**config.mk**
```make
export PLATFORM = sky130hd
export DESIGN_NAME = scan_code_to_ascii_unit
export DESIGN_NICKNAME = d
export VERILOG_FILES = /design/src/hdl/sca_pkg.sv /design/src/hdl/sca_ram.sv /design/src/hdl/scan_code_to_ascii_unit.sv
export SDC_FILE = /design/constraint.sdc
export NUM_CORES = 2
export LEC_CHECK = 0
export BUFFER_PORTS_ARGS = -buffer_cell sky130_fd_sc_hd__clkbuf_2
export CAP_MARGIN = 40
export CORE_MARGIN = 2
export CORE_UTILIZATION = 60
export CTS_BUF_LIST = sky130_fd_sc_hd__clkbuf_4 sky130_fd_sc_hd__clkbuf_8 sky130_fd_sc_hd__clkbuf_16
export DETAILED_ROUTE_END_ITERATION = 8
export PLACE_DENSITY = 0.76
export SYNTH_ARGS = -nofsm -noshare
export SYNTH_HDL_FRONTEND = slang
export SYNTH_SLANG_ARGS = --single-unit
```
**constraint.sdc**
```tcl
create_clock -name clk_i -period 5.4 [get_ports clk_i]
set_input_delay 1.08 -clock clk_i [delete_from_list [all_inputs] [get_ports clk_i]]
set_output_delay 1.08 -clock clk_i [all_outputs]
set_load 0.1 [all_outputs]
```
**src/hdl/sca_pkg.sv**
```systemverilog
// ----------------------------------------------------------------------------
// sca_pkg
// Shared constants and types for the set-1 scan code translator.
// ----------------------------------------------------------------------------
package sca_pkg;

  localparam int unsigned TableDepth = 128;
  localparam int unsigned AddrW      = $clog2(TableDepth);
  localparam int unsigned EntryW     = 16;
  localparam int unsigned PauseSkip  = 2;
  localparam int unsigned SkipW      = 2;

  localparam logic [7:0] PauseCodeReset = 8'd153;

  localparam logic [7:0] ScanExt   = 8'hE0;
  localparam logic [7:0] ScanPause = 8'hE1;

  localparam logic [6:0] IdxLShift     = 7'd42;
  localparam logic [6:0] IdxRShift     = 7'd54;
  localparam logic [6:0] IdxCaps       = 7'd58;
  localparam logic [6:0] IdxNum        = 7'd69;
  localparam logic [6:0] IdxScroll     = 7'd70;
  localparam logic [6:0] IdxShiftFirst = 7'd2;
  localparam logic [6:0] IdxShiftLast  = 7'd53;
  localparam logic [6:0] IdxPadFirst   = 7'd71;
  localparam logic [6:0] IdxPadLast    = 7'd83;

  localparam logic [7:0] LetterFirst = 8'h61;
  localparam logic [7:0] LetterLast  = 8'h7A;

  typedef enum logic [0:0] {
    ACT_XLATE = 1'b0,
    ACT_WRITE = 1'b1
  } action_e;

endpackage

```
**src/hdl/sca_ram.sv**
```systemverilog
// ----------------------------------------------------------------------------
// sca_ram
// Generic single-write, single-read RAM with a registered, enabled read port.
// ----------------------------------------------------------------------------
module sca_ram #(
  parameter int unsigned Width = 16,
  parameter int unsigned Depth = 128
) (
  input  logic                     clk_i,
  input  logic                     we_i,
  input  logic [$clog2(Depth)-1:0] waddr_i,
  input  logic [Width-1:0]         wdata_i,
  input  logic                     re_i,
  input  logic [$clog2(Depth)-1:0] raddr_i,
  output logic [Width-1:0]         rdata_o
);

  logic [Width-1:0] mem_q [Depth];
  logic [Width-1:0] rdata_q;

  always_ff @(posedge clk_i) begin
    if (we_i) begin
      mem_q[waddr_i] <= wdata_i;
    end
    if (re_i) begin
      rdata_q <= mem_q[raddr_i];
    end
  end

  assign rdata_o = rdata_q;

endmodule

```
**src/hdl/scan_code_to_ascii_unit.sv**
```systemverilog
// ----------------------------------------------------------------------------
// scan_code_to_ascii_unit
// Set-1 scan byte to key code translator with shift and lock tracking.
// Stages: stage-1 register with the table read, then the output register.
// Throughput: one request per cycle when not stalled, set by the single table
// read port. Reset clears all flags, the skip count and both stage valid bits;
// pause_code resets to 153. The table is undefined until written.
// ----------------------------------------------------------------------------
module scan_code_to_ascii_unit (
  input  logic       clk_i,
  input  logic       rst_ni,

  input  logic       cfg_we_i,
  input  logic [7:0] cfg_wdata_i,

  input  logic       in_valid_i,
  output logic       in_ready_o,
  input  logic       action_i,
  input  logic [7:0] scan_byte_i,
  input  logic [6:0] entry_index_i,
  input  logic [7:0] plain_code_i,
  input  logic [7:0] shifted_code_i,

  output logic       out_valid_o,
  input  logic       out_ready_i,
  output logic       key_valid_o,
  output logic [7:0] key_code_o,
  output logic       key_down_o,
  output logic       key_extended_o,
  output logic       led_update_o,
  output logic       caps_led_o,
  output logic       num_led_o,
  output logic       scroll_led_o
);

  localparam int unsigned SkipW = sca_pkg::SkipW;
  localparam logic [SkipW-1:0] SkipLoad = SkipW'(sca_pkg::PauseSkip);

  typedef struct packed {
    logic       is_pause;
    logic       oob;
    logic       comb_letter;
    logic       comb_other;
    logic       down;
    logic       ext;
    logic       led;
    logic       caps;
    logic       num;
    logic       scroll;
  } s1_t;

  typedef struct packed {
    logic [7:0] code;
    logic       down;
    logic       ext;
    logic       led;
    logic       caps;
    logic       num;
    logic       scroll;
  } res_t;

  logic [7:0]            pause_code_q;
  logic                  shift_q, shift_d;
  logic                  caps_q, caps_d;
  logic                  num_q, num_d;
  logic                  scroll_q, scroll_d;
  logic                  prefix_q, prefix_d;
  logic [SkipW-1:0]      skip_q, skip_d;

  logic                  s1_valid_q, s1_valid_d;
  s1_t                   s1_q, s1_d;
  logic                  out_valid_q, out_valid_d;
  res_t                  out_q, res_d;

  logic                  acc, xlate, skipping, is_e0, is_e1, normal, produce;
  logic                  down, led, oob, s1_adv, wr_en;
  logic [6:0]            idx;
  logic [sca_pkg::EntryW-1:0] rdata, entry;

  assign s1_adv     = !out_valid_q || out_ready_i;
  assign in_ready_o = !s1_valid_q || s1_adv;
  assign acc        = in_valid_i && in_ready_o;
  assign xlate      = acc && (sca_pkg::action_e'(action_i) == sca_pkg::ACT_XLATE);
  assign wr_en      = acc && (sca_pkg::action_e'(action_i) == sca_pkg::ACT_WRITE)
                      && ({1'b0, entry_index_i} < 8'(sca_pkg::TableDepth));
  assign idx        = scan_byte_i[6:0];
  assign skipping   = skip_q != '0;
  assign is_e0      = scan_byte_i == sca_pkg::ScanExt;
  assign is_e1      = scan_byte_i == sca_pkg::ScanPause;
  assign normal     = xlate && !skipping && !is_e0 && !is_e1;
  assign produce    = xlate && !skipping && !is_e0;
  assign down       = !scan_byte_i[7];
  assign oob        = {1'b0, idx} >= 8'(sca_pkg::TableDepth);

  always_comb begin
    shift_d  = shift_q;
    caps_d   = caps_q;
    num_d    = num_q;
    scroll_d = scroll_q;
    prefix_d = prefix_q;
    skip_d   = skip_q;
    led      = 1'b0;
    if (xlate) begin
      if (skipping) begin
        skip_d = skip_q - SkipW'(1);
      end else if (is_e1) begin
        skip_d = SkipLoad;
      end else if (is_e0) begin
        prefix_d = 1'b1;
      end else begin
        prefix_d = 1'b0;
        if (idx == sca_pkg::IdxLShift || idx == sca_pkg::IdxRShift) begin
          shift_d = down;
        end else if (down && idx == sca_pkg::IdxCaps) begin
          caps_d = !caps_q;
          led    = 1'b1;
        end else if (down && idx == sca_pkg::IdxNum) begin
          num_d = !num_q;
          led   = 1'b1;
        end else if (down && idx == sca_pkg::IdxScroll) begin
          scroll_d = !scroll_q;
          led      = 1'b1;
        end
      end
    end
  end

  always_comb begin
    s1_d.is_pause    = is_e1;
    s1_d.oob         = oob;
    s1_d.comb_letter = shift_q ^ caps_q;
    if (idx >= sca_pkg::IdxShiftFirst && idx <= sca_pkg::IdxShiftLast) begin
      s1_d.comb_other = shift_q;
    end else if (idx >= sca_pkg::IdxPadFirst && idx <= sca_pkg::IdxPadLast && !prefix_q) begin
      s1_d.comb_other = num_q;
    end else begin
      s1_d.comb_other = 1'b0;
    end
    s1_d.down   = is_e1 ? 1'b1 : down;
    s1_d.ext    = is_e1 ? 1'b0 : prefix_q;
    s1_d.led    = led;
    s1_d.caps   = caps_d;
    s1_d.num    = num_d;
    s1_d.scroll = scroll_d;
  end

  sca_ram #(
    .Width (sca_pkg::EntryW),
    .Depth (sca_pkg::TableDepth)
  ) u_table (
    .clk_i   (clk_i),
    .we_i    (wr_en),
    .waddr_i (entry_index_i[sca_pkg::AddrW-1:0]),
    .wdata_i ({shifted_code_i, plain_code_i}),
    .re_i    (normal),
    .raddr_i (idx[sca_pkg::AddrW-1:0]),
    .rdata_o (rdata)
  );

  always_comb begin
    entry = s1_q.oob ? '0 : rdata;
    if (s1_q.is_pause) begin
      res_d.code = pause_code_q;
    end else if (entry[7:0] >= sca_pkg::LetterFirst && entry[7:0] <= sca_pkg::LetterLast) begin
      res_d.code = s1_q.comb_letter ? entry[15:8] : entry[7:0];
    end else begin
      res_d.code = s1_q.comb_other ? entry[15:8] : entry[7:0];
    end
    res_d.down   = s1_q.down;
    res_d.ext    = s1_q.ext;
    res_d.led    = s1_q.led;
    res_d.caps   = s1_q.caps;
    res_d.num    = s1_q.num;
    res_d.scroll = s1_q.scroll;
  end

  always_comb begin
    if (acc) begin
      s1_valid_d = produce;
    end else if (s1_adv) begin
      s1_valid_d = 1'b0;
    end else begin
      s1_valid_d = s1_valid_q;
    end
    out_valid_d = s1_adv ? s1_valid_q : out_valid_q;
  end

  always_ff @(posedge clk_i or negedge rst_ni) begin
    if (!rst_ni) begin
      pause_code_q <= sca_pkg::PauseCodeReset;
      shift_q      <= 1'b0;
      caps_q       <= 1'b0;
      num_q        <= 1'b0;
      scroll_q     <= 1'b0;
      prefix_q     <= 1'b0;
      skip_q       <= '0;
      s1_valid_q   <= 1'b0;
      out_valid_q  <= 1'b0;
    end else begin
      if (cfg_we_i) begin
        pause_code_q <= cfg_wdata_i;
      end
      shift_q     <= shift_d;
      caps_q      <= caps_d;
      num_q       <= num_d;
      scroll_q    <= scroll_d;
      prefix_q    <= prefix_d;
      skip_q      <= skip_d;
      s1_valid_q  <= s1_valid_d;
      out_valid_q <= out_valid_d;
    end
  end

  always_ff @(posedge clk_i) begin
    if (acc) begin
      s1_q <= s1_d;
    end
    if (s1_adv && s1_valid_q) begin
      out_q <= res_d;
    end
  end

  assign out_valid_o    = out_valid_q;
  assign key_valid_o    = 1'b1;
  assign key_code_o     = out_q.code;
  assign key_down_o     = out_q.down;
  assign key_extended_o = out_q.ext;
  assign led_update_o   = out_q.led;
  assign caps_led_o     = out_q.caps;
  assign num_led_o      = out_q.num;
  assign scroll_led_o   = out_q.scroll;

`ifndef SYNTH
  a_ready_when_empty: assert property (@(posedge clk_i) disable iff (!rst_ni)
    !out_valid_q |-> in_ready_o)
    else $error("input stalled with empty output register");

  a_skip_bounded: assert property (@(posedge clk_i) disable iff (!rst_ni)
    skip_q <= SkipLoad)
    else $error("skip count above pause length");

  a_led_on_press: assert property (@(posedge clk_i) disable iff (!rst_ni)
    out_valid_q && out_q.led |-> out_q.down)
    else $error("led update on a release");

  a_stall_blocks: assert property (@(posedge clk_i) disable iff (!rst_ni)
    s1_valid_q && out_valid_q && !out_ready_i |=> s1_valid_q && out_valid_q)
    else $error("request lost during output stall");
`endif

endmodule
```
==> impl_metrics.py <==
metrics = {
    "route": {
        "via_per_inst": 6.94,
        "detail_route.wl_per_cell_um": 34.1,
        "detail_route.iter0.violations": 6390,
        "routed_wl_mm": 206,
        "drc": 0,
        "firstDrtPassIters": 6,
        "number_of_vias_after_detailed_routing": 42016,
        "drt.antenna.violating_nets": 0,
    },
    "floorplanning": {
        "initial_utilization": 0.607,
        "die-area_um2": 138000,
        "placement_rows": 134,
        "num_io_pins": 62,
        "die_w_um": 372,
        "fp.coreArea_um2": 134000,
        "die_height_um": 372,
    },
    "yosys": {
        "mappedNetlistNets": 3867,
        "yosys-mux-area-fraction": 0.159,
        "synth-main-ff-cell": "sky130_fd_sc_hd__edfxtp_1",
        "synth_simple_gate_area_frac": 0.0248,
        "synth-warning-count": 0,
        "synth_cells": 3820,
        "distinct_cell_type_count_after_synthesis": 54,
        "synth.area.top_cells": "sky130_fd_sc_hd__edfxtp_1 77%, sky130_fd_sc_hd__mux4_2 12%, sky130_fd_sc_hd__mux2i_1 3.8%, sky130_fd_sc_hd__a22oi_1 1.1%, sky130_fd_sc_hd__nor2_1 0.86%",
        "synth_top_family_by_area": "multiplexers",
        "postSynthRegisterBits": 2104,
        "ys_top_cells_by_count": "2087 x sky130_fd_sc_hd__edfxtp_1, 427 x sky130_fd_sc_hd__mux4_2, 308 x sky130_fd_sc_hd__mux2i_1",
        "yosys.area_share.xor_xnor": 0.000432,
        "synth_top_area_cell": "sky130_fd_sc_hd__edfxtp_1",
        "mapped_cell_area_um2": 81200,
        "synth_top_area_frac": 0.772,
        "synthesis.area_per_instance_um2": 21.3,
        "ys_async_sr_fraction": 0.00808,
        "synth_fa_ha_area_frac": 0.000308,
        "synth_compound_area_frac": 0.0244,
        "number_of_flops_mapped_to_enable_cells_by_yosys": 2087,
        "synth_seq_area_share": 0.777,
        "yosysMostFrequentCell": "sky130_fd_sc_hd__edfxtp_1",
    },
    "sta": {
        "totalNegativeSetupSlack_ns": 0,
        "worst-slew-pin-transition_ns": 0.996,
        "hold_viol": 0,
        "timing.final.crit_period_ns": 3.67,
        "timing.final.ws_setup_ns": 1.73,
        "clock_skew_ns": 0.0252,
        "timing.slew.headroom": 0.336,
        "clock.fmax_ghz": 0.272,
        "finalMaxSlewViolations": 0,
        "finalSetupViolCount": 0,
        "grt_setup_unrepaired": "no",
        "post-route-period-util": 0.680,
    },
    "global_route": {
        "gr-total-overflow": 0,
        "total_global_route_track_usage": 0.302,
        "grt_pass1_wl_mm": 293,
        "first_global_vias": 40991,
        "grt_max_degree": 90,
        "antenna_found_initial": 14,
    },
    "worst_setup_path": {
        "reg2reg_setup_slack_ns": 1.93,
        "r2r-end": "u_table.mem_q[79][4]",
        "startpoint_type": "primary input",
        "worst-endpoint-required_ns": 5.94,
        "critPathMaxFanout": 49,
        "crit_path_start": "scan_byte_i[1]",
        "worst_r2r_path_depth": 9,
        "crit_arrival_ns": 4.21,
        "worst_setup_end_kind": "flip-flop",
        "timing.rr.start": "out_valid_o",
        "worstSetupPathType": "primary input to flip-flop",
    },
    "job": {
        "cap_violations": 0,
    },
    "placed_design": {
        "place.port_buffers": 60,
        "preCtsSetupSlack_ns": 1.02,
        "dp_hpwl_mm": 120,
        "globalplace.congestion": 0.904,
    },
    "power": {
        "p_clk_frac": 0.404,
        "vdd_drop_max_mv": 0.363,
        "power.switching_mw": 7.13,
        "power.share.sequential": 0.541,
        "internal-power_mw": 26.3,
        "cellLeakagePower_nw": 29.6,
        "sum_of_internal_switching_and_leakage_power_mw": 33.4,
        "power_frac_comb": 0.055,
        "powerDensity_nw_per_um2": 367,
        "switching_share": 0.213,
    },
    "clock_tree": {
        "clkTransAtPathRegs_ns": 0.06,
        "cts_max_level": 4,
        "post-cts-setup-buffer-count": 0,
        "cts-root-buf": "sky130_fd_sc_hd__clkbuf_16",
        "cts_resized": 0,
        "clock_sinks": 2104,
        "clock_insertion_delay_worst_skew_ns": 0.83,
        "cts_inserted_buffers": 193,
        "cts_hold_buf": 0,
        "cts_tree": "done",
        "cts_buffer_depth": 3,
    },
    "layout": {
        "final_net_count": 4169,
        "n_fill_cell": 7942,
        "multi_input_gate_area_in_the_final_layout_um2": 17000,
        "final_layout_size_suffix_gt1_frac": 0.250,
        "seq_area_um2": 63100,
        "syn_to_final_growth_pct": 12.4,
    },
    "status": {
        "status": "completed",
    },
    "min_path": {
        "min-delay-path-class": "primary input to asynchronous set/reset pin",
    },
}
## power groups by stage
stage          combinational [mW]  sequential, mW  clock [mW]
2_1_floorplan               0.912            18.5           0
3_3_place_gp                 1.75            18.4           0
3_5_place_dp                 1.80            18.4           0
4_1_cts                      1.82            18.1        13.6
5_1_grt                      1.91            18.1        14.2
6_report                     1.84            18.1        13.5
## layout by cell type (no fill, tap or decap), types with 5 or more instances in the layout
cell | netlist | routed
sky130_fd_sc_hd__edfxtp_1 | 2087 | 2087
sky130_fd_sc_hd__mux4_2 | 427 | 427
sky130_fd_sc_hd__mux2i_1 | 308 | 308
sky130_fd_sc_hd__buf_4 | 59 | 248
sky130_fd_sc_hd__clkbuf_16 | 0 | 195
sky130_fd_sc_hd__nor2_1 | 186 | 184
sky130_fd_sc_hd__nand2_1 | 135 | 135
sky130_fd_sc_hd__a22oi_1 | 122 | 122
sky130_fd_sc_hd__nand3_1 | 75 | 75
sky130_fd_sc_hd__clkinv_1 | 0 | 56
sky130_fd_sc_hd__a21oi_1 | 41 | 41
sky130_fd_sc_hd__clkbuf_2 | 0 | 39
sky130_fd_sc_hd__clkbuf_4 | 0 | 38
sky130_fd_sc_hd__clkinv_2 | 0 | 28
sky130_fd_sc_hd__o21ai_0 | 23 | 23
sky130_fd_sc_hd__a221oi_1 | 20 | 20
sky130_fd_sc_hd__a31oi_1 | 18 | 18
sky130_fd_sc_hd__bufinv_16 | 0 | 18
sky130_fd_sc_hd__buf_12 | 0 | 18
sky130_fd_sc_hd__a211oi_1 | 16 | 16
sky130_fd_sc_hd__nand4_1 | 15 | 15
sky130_fd_sc_hd__mux2_2 | 14 | 14
sky130_fd_sc_hd__dfrtp_1 | 13 | 13
sky130_fd_sc_hd__a32oi_1 | 12 | 12
sky130_fd_sc_hd__nor2b_1 | 14 | 11
sky130_fd_sc_hd__o211ai_1 | 10 | 10
sky130_fd_sc_hd__inv_6 | 0 | 8
sky130_fd_sc_hd__nand2b_1 | 8 | 8
sky130_fd_sc_hd__inv_1 | 7 | 7
sky130_fd_sc_hd__nand3b_1 | 7 | 7
sky130_fd_sc_hd__buf_16 | 0 | 6
sky130_fd_sc_hd__and2_1 | 6 | 5
## worst max path at each step
| stage | end | slack [ns] |
|---|---|---|
| 2_1_floorplan | u_table.mem_q[108][0] | 1.28 |
| 6_report | u_table.rdata_o[2] | 1.73 |
| 5_1_grt | u_table.rdata_o[2] | 1.67 |
| 4_1_cts | u_table.rdata_o[2] | 1.87 |
| 3_5_place_dp | u_table.rdata_o[2] | 1.02 |
| 3_3_place_gp | u_table.rdata_o[2] | 1.08 |
## logic make-up (layout without fill, tap and decap cells)
group           Yosys count  count (layout)
xor+xnor                  4               4
simple gates            460             460
mux                     750             750
flops                  2104            2104
other cells               1               3
fa+ha+maj                 2               2
buf+inv                 219             679
compound gates          280             280
## layout make-up
type                            instances  area share
Antenna cell                            2   0.0000549
Clock buffer                          234      0.0568
Clock inverter                        119      0.0118
Inverter                                9    0.000425
Multi-Input combinational cell       1497       0.186
Sequential cell                      2104       0.692
Tap cell                             1768      0.0243
Timing Repair Buffer                  317      0.0290
## flip-flops by register name, summed over array words and instances (netlist names), 2 cells and up
| register | flops |
|---|---|
| key_code_o | 8 |
| pause_code_q | 8 |
| res_d | 6 |
| s1_q | 3 |
| skip_q | 2 |
| u_table.mem_q | 2048 |
| u_table.rdata_o | 16 |
## stage by stage
step	cells	instance area, µm²	hold slack, ns	util
floorplan	3820	81200	0.400	-
detailed placement	5694	84900	0.409	0.635
global placement	5687	84800	0.404	0.634
global route	6048	91200	0.211	0.682
CTS	6047	91200	0.172	0.682
finish	6050	91200	0.203	0.682
## worst max-delay path, cell delays in order
cell	delay, ns
sky130_fd_sc_hd__buf_8	0.38
sky130_fd_sc_hd__buf_12	0.37
sky130_fd_sc_hd__buf_4	0.56
sky130_fd_sc_hd__mux4_2	0.63
sky130_fd_sc_hd__nand2_1	0.10
sky130_fd_sc_hd__nand2_1	0.05
sky130_fd_sc_hd__a21oi_1	0.73
sky130_fd_sc_hd__a21oi_1	0.19
## per-layer routing
metal	vias up	global-route usage	share of wire
met5	-	0	0.00024
met4	8	0.125	0.044
met3	472	0.0696	0.12
met2	3199	0.464	0.47
met1	21846	0.427	0.36
li1	16491	-	-
Power figures use the tool's default switching activity.
